<file path="config.mk">
export PLATFORM = sky130hd
export DESIGN_NAME = tts_divider
export DESIGN_NICKNAME = d
export VERILOG_FILES = /design/src/rtl/core/tts_pkg.sv /design/src/rtl/core/tts_divider.sv
export SDC_FILE = /design/constraint.sdc
export NUM_CORES = 1
export LEC_CHECK = 0
export BUFFER_PORTS_ARGS = -buffer_cell sky130_fd_sc_hd__buf_4
export CORE_UTILIZATION = 45
export CTS_BUF_LIST = sky130_fd_sc_hd__clkbuf_16
export DETAILED_ROUTE_END_ITERATION = 10
export PLACE_DENSITY = 0.68
export SYNTH_ARGS = -nofsm -noshare
export SYNTH_HDL_FRONTEND = slang
export SYNTH_SLANG_ARGS = --single-unit
</file>
<file path="constraint.sdc">
create_clock -name clock -period 10.7 [get_ports clock]
set_input_delay 2.14 -clock clock [delete_from_list [all_inputs] [get_ports clock]]
set_output_delay 2.14 -clock clock [all_outputs]
set_load 0.02 [all_outputs]
</file>
<file path="src/rtl/core/tts_pkg.sv">
// Shared types, constants and helpers of the tridiagonal solver.
// No dependencies; used by the solver top level, its divider and checker.
package tts_pkg;

   localparam int MAX_NODES = 64;
   localparam int WORD_BITS = 32;
   localparam int IDX_BITS  = $clog2(MAX_NODES);
   localparam int FRAC_BITS = 16;
   localparam int PROD_BITS = 2 * WORD_BITS;
   // intermediate numerator and denominator: product above the fraction plus one bit
   localparam int ACC_BITS  = PROD_BITS - FRAC_BITS + 1;
   // quotient magnitude bits computed before saturation
   localparam int QUO_BITS  = WORD_BITS + 1;

   typedef logic signed [WORD_BITS-1:0] word_type;
   typedef logic signed [ACC_BITS-1:0]  acc_type;
   typedef logic signed [PROD_BITS-1:0] prod_type;
   typedef logic [IDX_BITS-1:0]         idx_type;

   localparam word_type WORD_MAX = {1'b0, {(WORD_BITS-1){1'b1}}};
   localparam word_type WORD_MIN = {1'b1, {(WORD_BITS-1){1'b0}}};

   typedef struct packed {
      word_type coef_east;
      word_type coef_west;
      word_type coef_center;
      word_type source_term;
      logic     last_node;
   } req_type;

   typedef struct packed {
      word_type solution;
      idx_type  node_index;
      logic     div_error;
      logic     last_result;
   } rsp_type;

   typedef struct packed {
      logic    start;
      acc_type num;
      acc_type den;
   } div_req_type;

   typedef struct packed {
      logic     done;
      logic     zero;
      word_type quot;
   } div_rsp_type;

   typedef enum logic [3:0] {
      ST_IDLE,
      ST_MUL_P,
      ST_MUL_Q,
      ST_SUM,
      ST_DIVP_GO,
      ST_DIVP_WAIT,
      ST_DIVQ_GO,
      ST_DIVQ_WAIT,
      ST_EMIT,
      ST_BS_MUL,
      ST_BS_ADD
   } state_type;

   // Clamp a wide signed value into one word
   function automatic word_type sat_word(acc_type v);
      word_type r;
      if (v > acc_type'(WORD_MAX)) begin
         r = WORD_MAX;
      end else if (v < acc_type'(WORD_MIN)) begin
         r = WORD_MIN;
      end else begin
         r = word_type'(v);
      end
      return r;
   endfunction

endpackage

</file>
<file path="src/rtl/core/tts_divider.sv">
// Bit-serial restoring divider: saturated Q16.16 quotient of num * 2^16 / den.
// Depends on tts_pkg; one quotient bit per cycle after a wide overflow check.
module tts_divider (
   input  logic                clock,
   input  logic                reset,
   input  tts_pkg::div_req_type div_req,
   output tts_pkg::div_rsp_type div_rsp
);

   localparam int REM_BITS = tts_pkg::ACC_BITS + 1;
   localparam int CNT_BITS = $clog2(tts_pkg::QUO_BITS + 1);

   logic                                busy_ff, busy_in;
   logic [CNT_BITS-1:0]                 cnt_ff, cnt_in;
   logic [REM_BITS-1:0]                 rem_ff, rem_in;
   logic [tts_pkg::QUO_BITS-1:0]        sh_ff, sh_in;
   logic [tts_pkg::QUO_BITS-1:0]        q_ff, q_in;
   logic [tts_pkg::ACC_BITS-1:0]        ad_ff, ad_in;
   logic                                neg_ff, neg_in;
   tts_pkg::div_rsp_type                rsp_ff, rsp_in;

   logic [tts_pkg::ACC_BITS-1:0]        an;
   logic [tts_pkg::ACC_BITS-1:0]        ad;
   logic [tts_pkg::ACC_BITS-1:0]        high;
   logic [REM_BITS-1:0]                 trial;
   logic [tts_pkg::QUO_BITS-1:0]        q_next;

   always_comb begin
      busy_in = busy_ff;
      cnt_in  = cnt_ff;
      rem_in  = rem_ff;
      sh_in   = sh_ff;
      q_in    = q_ff;
      ad_in   = ad_ff;
      neg_in  = neg_ff;
      rsp_in  = rsp_ff;
      rsp_in.done = 1'b0;

      // magnitudes of the operands
      an   = div_req.num[tts_pkg::ACC_BITS-1] ? tts_pkg::ACC_BITS'(-div_req.num)
                                               : tts_pkg::ACC_BITS'(div_req.num);
      ad   = div_req.den[tts_pkg::ACC_BITS-1] ? tts_pkg::ACC_BITS'(-div_req.den)
                                               : tts_pkg::ACC_BITS'(div_req.den);
      // dividend bits above the computed quotient range
      high = an >> (tts_pkg::QUO_BITS - tts_pkg::FRAC_BITS);

      trial  = {rem_ff[REM_BITS-2:0], sh_ff[tts_pkg::QUO_BITS-1]};
      q_next = {q_ff[tts_pkg::QUO_BITS-2:0], 1'b0};

      if (div_req.start) begin
         // classify the request, then start the bit loop
         neg_in = div_req.num[tts_pkg::ACC_BITS-1] ^ div_req.den[tts_pkg::ACC_BITS-1];
         if (div_req.den == '0) begin
            rsp_in.done = 1'b1;
            rsp_in.zero = 1'b1;
            rsp_in.quot = div_req.num[tts_pkg::ACC_BITS-1] ? tts_pkg::WORD_MIN
                                                           : tts_pkg::WORD_MAX;
         end else if (high >= ad) begin
            rsp_in.done = 1'b1;
            rsp_in.zero = 1'b0;
            rsp_in.quot = (div_req.num[tts_pkg::ACC_BITS-1] ^
                           div_req.den[tts_pkg::ACC_BITS-1]) ? tts_pkg::WORD_MIN
                                                              : tts_pkg::WORD_MAX;
         end else begin
            busy_in = 1'b1;
            cnt_in  = CNT_BITS'(tts_pkg::QUO_BITS);
            rem_in  = REM_BITS'(high);
            sh_in   = {an[tts_pkg::QUO_BITS-tts_pkg::FRAC_BITS-1:0],
                       {tts_pkg::FRAC_BITS{1'b0}}};
            q_in    = '0;
            ad_in   = ad;
         end
      end else if (busy_ff) begin
         // shift one dividend bit in and subtract where it fits
         sh_in = {sh_ff[tts_pkg::QUO_BITS-2:0], 1'b0};
         if (trial >= REM_BITS'(ad_ff)) begin
            rem_in = trial - REM_BITS'(ad_ff);
            q_next[0] = 1'b1;
         end else begin
            rem_in = trial;
         end
         q_in   = q_next;
         cnt_in = cnt_ff - CNT_BITS'(1);
         if (cnt_ff == CNT_BITS'(1)) begin
            busy_in     = 1'b0;
            rsp_in.done = 1'b1;
            rsp_in.zero = 1'b0;
            if (neg_ff) begin
               if (q_next > {1'b0, tts_pkg::WORD_MIN}) begin
                  rsp_in.quot = tts_pkg::WORD_MIN;
               end else begin
                  rsp_in.quot = tts_pkg::WORD_BITS'(-q_next);
               end
            end else if (q_next > {1'b0, tts_pkg::WORD_MAX}) begin
               rsp_in.quot = tts_pkg::WORD_MAX;
            end else begin
               rsp_in.quot = tts_pkg::WORD_BITS'(q_next);
            end
         end
      end
   end

   always_ff @(posedge clock) begin
      if (reset) begin
         busy_ff     <= 1'b0;
         cnt_ff      <= '0;
         rsp_ff.done <= 1'b0;
      end else begin
         busy_ff     <= busy_in;
         cnt_ff      <= cnt_in;
         rsp_ff.done <= rsp_in.done;
      end
      rem_ff      <= rem_in;
      sh_ff       <= sh_in;
      q_ff        <= q_in;
      ad_ff       <= ad_in;
      neg_ff      <= neg_in;
      rsp_ff.zero <= rsp_in.zero;
      rsp_ff.quot <= rsp_in.quot;
   end

   assign div_rsp = rsp_ff;

endmodule

</file>
---- Word level (Yosys, flattened, before mapping) ----
Cells that the tools add are included.
word-level totals
  register bits after elaboration ......... 205
  output and inout bits ................... 34
  word-level logic and storage cells ...... 70
cells by class
  $add $sub $neg .......................... 5
  $lt $le $gt $ge ......................... 4
  equality and inequality tests ........... 4
  muxes and demuxes ....................... 37
  bitwise logic cells ..................... 3
  reductions and logical operators ........ 7
operators by type and width
  cell                    number
  $mux W49                7
  $mux W32                9
  $mux W34                5
  $mux W33                4
  $neg A49 Y49            2
  $ge A50 B49 Y1          1
  $ge A32 B49 Y1          1
  $logic_not A49 Y1       1
  $sub A49 B49 Y49        1
  $gt A33 B31 Y1 const B  1
  $gt A33 B32 Y1 const B  1
  $neg A32 Y32            1
  $mux W6                 4
  $reduce_and A3 Y1       3
  $mux W1                 8
  $eq A6 B1 Y1 const B    1
  $sub A6 B1 Y6 const B   1
  $ne A2 B2 Y1 const B    2
  $reduce_bool A2 Y1      2
  $ne A3 B1 Y1 const B    1
  $not A1 Y1              2
  $reduce_and A2 Y1       1
  $xor A1 B1 Y1           1

---- Depth between registers and ports, before layout ----
  depth in word-level cells ............... 10
  mapped depth ............................ 25
  gate-level depth less buffers ........... 22

---- Worst setup path before layout ----
Ideal clock, no wire load.
  kind .................................... in2reg
  start point ............................. input port div_req[73] in the netlist's numbering
  end point ............................... register q_ff[0] in the netlist's numbering, enable pin
  library setup time ...................... 415 ps
  arrival time ............................ 9,120 ps
  setup slack ............................. 1,166 ps
  cell stages on the path ................. 20
  path through ............................ or4_4 > or4_4 > or3_4 > nand2b_4 > nand2b_4 > or4_4 > o31ai_2 > xnor2_1 > ha_1 > nand3_1 > nor4_1 > and2_1 > a221oi_1 > o21ai_0 > nor3_1 > nor4_1 > a31oi_2 > and2_1 > clkbuf_1 > or2_2
between the ends
  word-level cells in the longest chain between the ends .. 5
RTL lines
  what                                    line                text
  from (decl)                             tts_divider.sv:6    input tts_pkg::div_req_type div_req,
  $neg A49 Y49                            tts_divider.sv:40   an = div_req.num[tts_pkg::ACC_BITS-1] ? tts_pkg::ACC_BITS'(-div_req.num)
  $mux W49 (*)                            tts_divider.sv:40
  $ge A32 B49 Y1 (*)                      tts_divider.sv:58   end else if (high >= ad) begin
  $ne A2 B2 Y1 (no source line) (*)       --
  $reduce_and A3 Y1 (no source line) (*)  --
  to (signal assigned)                    tts_divider.sv:115  q_ff <= q_in;
  to (decl)                               tts_divider.sv:17   logic [tts_pkg::QUO_BITS-1:0] q_ff, q_in;
Mark *: on every way between the ends. The rest lies on a longest branch, timed or not.
A chain may end at the register's enable or synchronous reset.

---- Final worst setup path ----
  start point ............................. input port div_req[61] in the netlist's numbering
  end point ............................... register rem_ff[47], enable pin
between the ends
  word-level cells in the longest chain between the ends .. 5
RTL lines
  what                                line                text
  $neg A49 Y49                        tts_divider.sv:40
  $mux W49                            tts_divider.sv:40
  $ge A32 B49 Y1                      tts_divider.sv:58
  $ne A2 B2 Y1 (no source line)       --
  $reduce_and A3 Y1 (no source line)  --
  to (signal assigned)                tts_divider.sv:113  rem_ff <= rem_in;
  to (decl)                           tts_divider.sv:15   logic [REM_BITS-1:0] rem_ff, rem_in;
No other way between the ends.

==> impl_metrics.yaml <==
worst_setup_path:
  rr_endpoint: "div_rsp[15]"
  ff2ff_path_depth: 22
  cp.arrival_ps: 8720
  rrSetupSlack_ps: 4050
  crit_path_end: "rem_ff[47]"
  required_ps: 10810
  reg2reg_from: "sh_ff[32]"
  crit_cells: 22
  critPathKind: "in2reg"
  worstSetupEndpointType: "flop"
  crit_fanout: 55
  startpoint: "div_req[61]"
  path_cells: "buf_4 -> or4_1 -> or4_4 -> or3_4 -> nand2b_4 -> nand2b_4 -> or4_4 -> o31ai_2 -> xnor2_1 -> ha_1 -> nand3_1 -> nor4_1 -> and2_1 -> a221oi_1 -> o21ai_0 -> nor3_1 -> nor4_1 -> a31oi_2 -> and2_2 -> buf_4 -> or2_4 -> buf_4"
  worst-path-buf-inv: 3
  crit_slowest_cell: "or2_4"
  cp_common_cell: "buf_4"
  max_stage_delay_ps: 690
  crit_path_start_kind: "input pin"
  path_delay_family: "simple AND/OR/NAND/NOR gates"
cts:
  clockBufferDepth: 2
  cts_resized: 0
  insertion_delay_ps: 460
  htree_num_levels: 4
  cts_buffers: 17
  post_cts_buffers: 0
  clock_sinks: 189
  tritoncts: "yes"
  clk_pin_slew_ps: 70
  root_buffer: "clkbuf_16"
  cts_hold_buffers: 0
global_routing:
  grt_max_degree: 85
  grt_pass1_vias: 11730
  grt_antenna_before_repair: 0
  grt_util_all_layers: 0.231
  grt_overflow: 0
  grt_pass1_wl_um: 60200
flow_run:
  cap_violations: 0
routing:
  via_per_inst: 5.86
  vias: 12161
  routed_wl_um: 37300
  remaining_drc_errors: 4
  post_drt_wl_per_cell_um: 18.0
  ant_nets: 0
  drtIter0Drc: 1188
  first_pass_iters: 9
synth:
  syn-instance-count: 1575
  syn-num-nets: 1764
  yosys_most_used_dff: "edfxtp_1"
  yosysWarnings: 0
  async_reset_ff_frac: 0
  ys_types: 84
  synth_area_leaders: "edfxtp_1, ha_1, xnor2_1"
  yosys.area.top_type: "edfxtp_1"
  synth-seq-cells: 189
  postSynthAreaPerCell_um2: 9.05
  syn-cell-area_um2: 14200
  synth_top_area_share: 0.381
  synth_enable_flop_cells: 181
  ys_seq_area_frac: 0.393
die:
  initial_utilization: 0.462
  core_um2: 30800
  row_count: 64
  pin_count: 135
  die_h_um: 180
  die_w_um: 180
  die_area_um2: 32400
sta:
  worstMarginPinSlew_ps: 1080
  period_minus_slack_ps: 8610
  fmax_mhz: 116
  rsz0062_at_grt: "no"
  setup_ws_ps: 2090
  tns_ps: 0
  hold_viol: 0
  finalMaxSlewViolations: 0
  fin_crit_sh: 0.804
  final-setup-viol-count: 0
  maxSlewHeadroom: 0.283
  clock_skew_ps: 17.8
  hold_slack_ps: 564
place:
  dp_hpwl_um: 27800
  dpl_worst_slack_ps: 1680
  gp_congestion: 0.936
  place_area_um2: 15500
  portBuffers: 134
power:
  powerDensity_nw_per_um2: 169
  ir_drop_mv: 0.112
  power_leakage_nw: 6.43
outcome:
  status: "finished with violations"
  violations: "DRC"
layout:
  finish.net_count: 1857
  n_antenna_cell: 0
  postLayoutCellArea_um2: 16100
  mostFrequentLayoutCells: "edfxtp_1, nand2_1, buf_4"
  drive_gt1_frac: 0.130
  area_growth_pct: 13.2
  final_common_cell: "edfxtp_1"
min_path:
  hp-class: "reg2reg"
[state kept, by name, indices dropped and copies added, names as in the netlist]
signal	count
ad_ff	49
div_rsp	34
busy_ff	1
cnt_ff	6
q_ff	32
neg_ff	1
rem_ff	49
sh_ff	17
[cell families (layout without fill, tap and decap cells)]
logic type,count (synthesis),after routing,share of synthesized area
fa+ha+maj,88,88,0.0778
simple gates,546,546,0.197
compound gates,417,417,0.190
buf+inv,189,295,0.0516
flops,189,189,0.393
xor+xnor,139,139,0.0854
mux,7,7,0.00527
[where the power goes]
group          switching (mW)  internal, mW  leakage [nW]  total, mW
registers              0.0595         0.934          1.91      0.994
clock network           0.314         0.321         0.289      0.634
logic                   0.666         0.428          4.23       1.09
total                    1.04          1.68          6.43       2.72
[Yosys cell counts, types with 5 or more instances]
cell      instances
o21ai_1          10
xnor2_1          86
nand2_1         148
inv_1           118
nor3_1           46
or3_1            21
clkbuf_1         55
nor4_1           17
o41ai_1          10
buf_1             9
xor2_1           53
a21oi_1         133
nand3_1          36
nor3b_1           7
nor2_1          115
and3_1           11
a211oi_1         14
nand4b_1          6
o21ai_0          88
or4_1            14
nor2b_1          34
or2_2             7
nand2b_1         16
a31oi_1          12
and2_1           10
o21bai_1          9
a21o_1           19
o221ai_1          8
edfxtp_1        181
a311o_1           7
o31ai_1          39
o21a_1           15
nand4_1          27
ha_1             87
nand3b_1          5
dfxtp_1           8
nor4b_1           5
[how the worst min path moves through the flow]
stage	endpoint	from	cells past startpoint
5_1_grt	sh_ff[31]	sh_ff[30]	1
3_3_place_gp	sh_ff[31]	sh_ff[30]	1
3_5_place_dp	sh_ff[31]	sh_ff[30]	1
4_1_cts	sh_ff[31]	sh_ff[30]	1
2_1_floorplan	cnt_ff[0]	cnt_ff[0]	1
6_report	sh_ff[31]	sh_ff[30]	1
[metrics by stage]
| step | total power [mW] | utilization | cells |
|---|---|---|---|
| floorplan | 1.80 | - | 1575 |
| detailed placement | 2.08 | 0.504 | 2045 |
| CTS | 2.72 | 0.523 | 2077 |
| global placement | 2.06 | 0.504 | 2045 |
| finish | 2.72 | 0.523 | 2077 |
| global route | 2.88 | 0.523 | 2077 |
[layer usage]
layer  vias to the layer above  share of wire  GRT usage
met4                         0          0.020     0.0748
met2                       432           0.45      0.371
li1                       5945              -          -
met5                         -              0          0
met3                        47          0.060     0.0427
met1                      5737           0.47      0.313
[layout make-up]
type,count,area [um^2]
clock buffer,18,450
clock inverter,14,121
fill,2859,14700
inverter,119,447
multi-input combinational,1197,7930
sequential,189,5600
tap,396,495
timing repair buffer,144,1080
No activity file was read; power rests on OpenSTA's default activity.
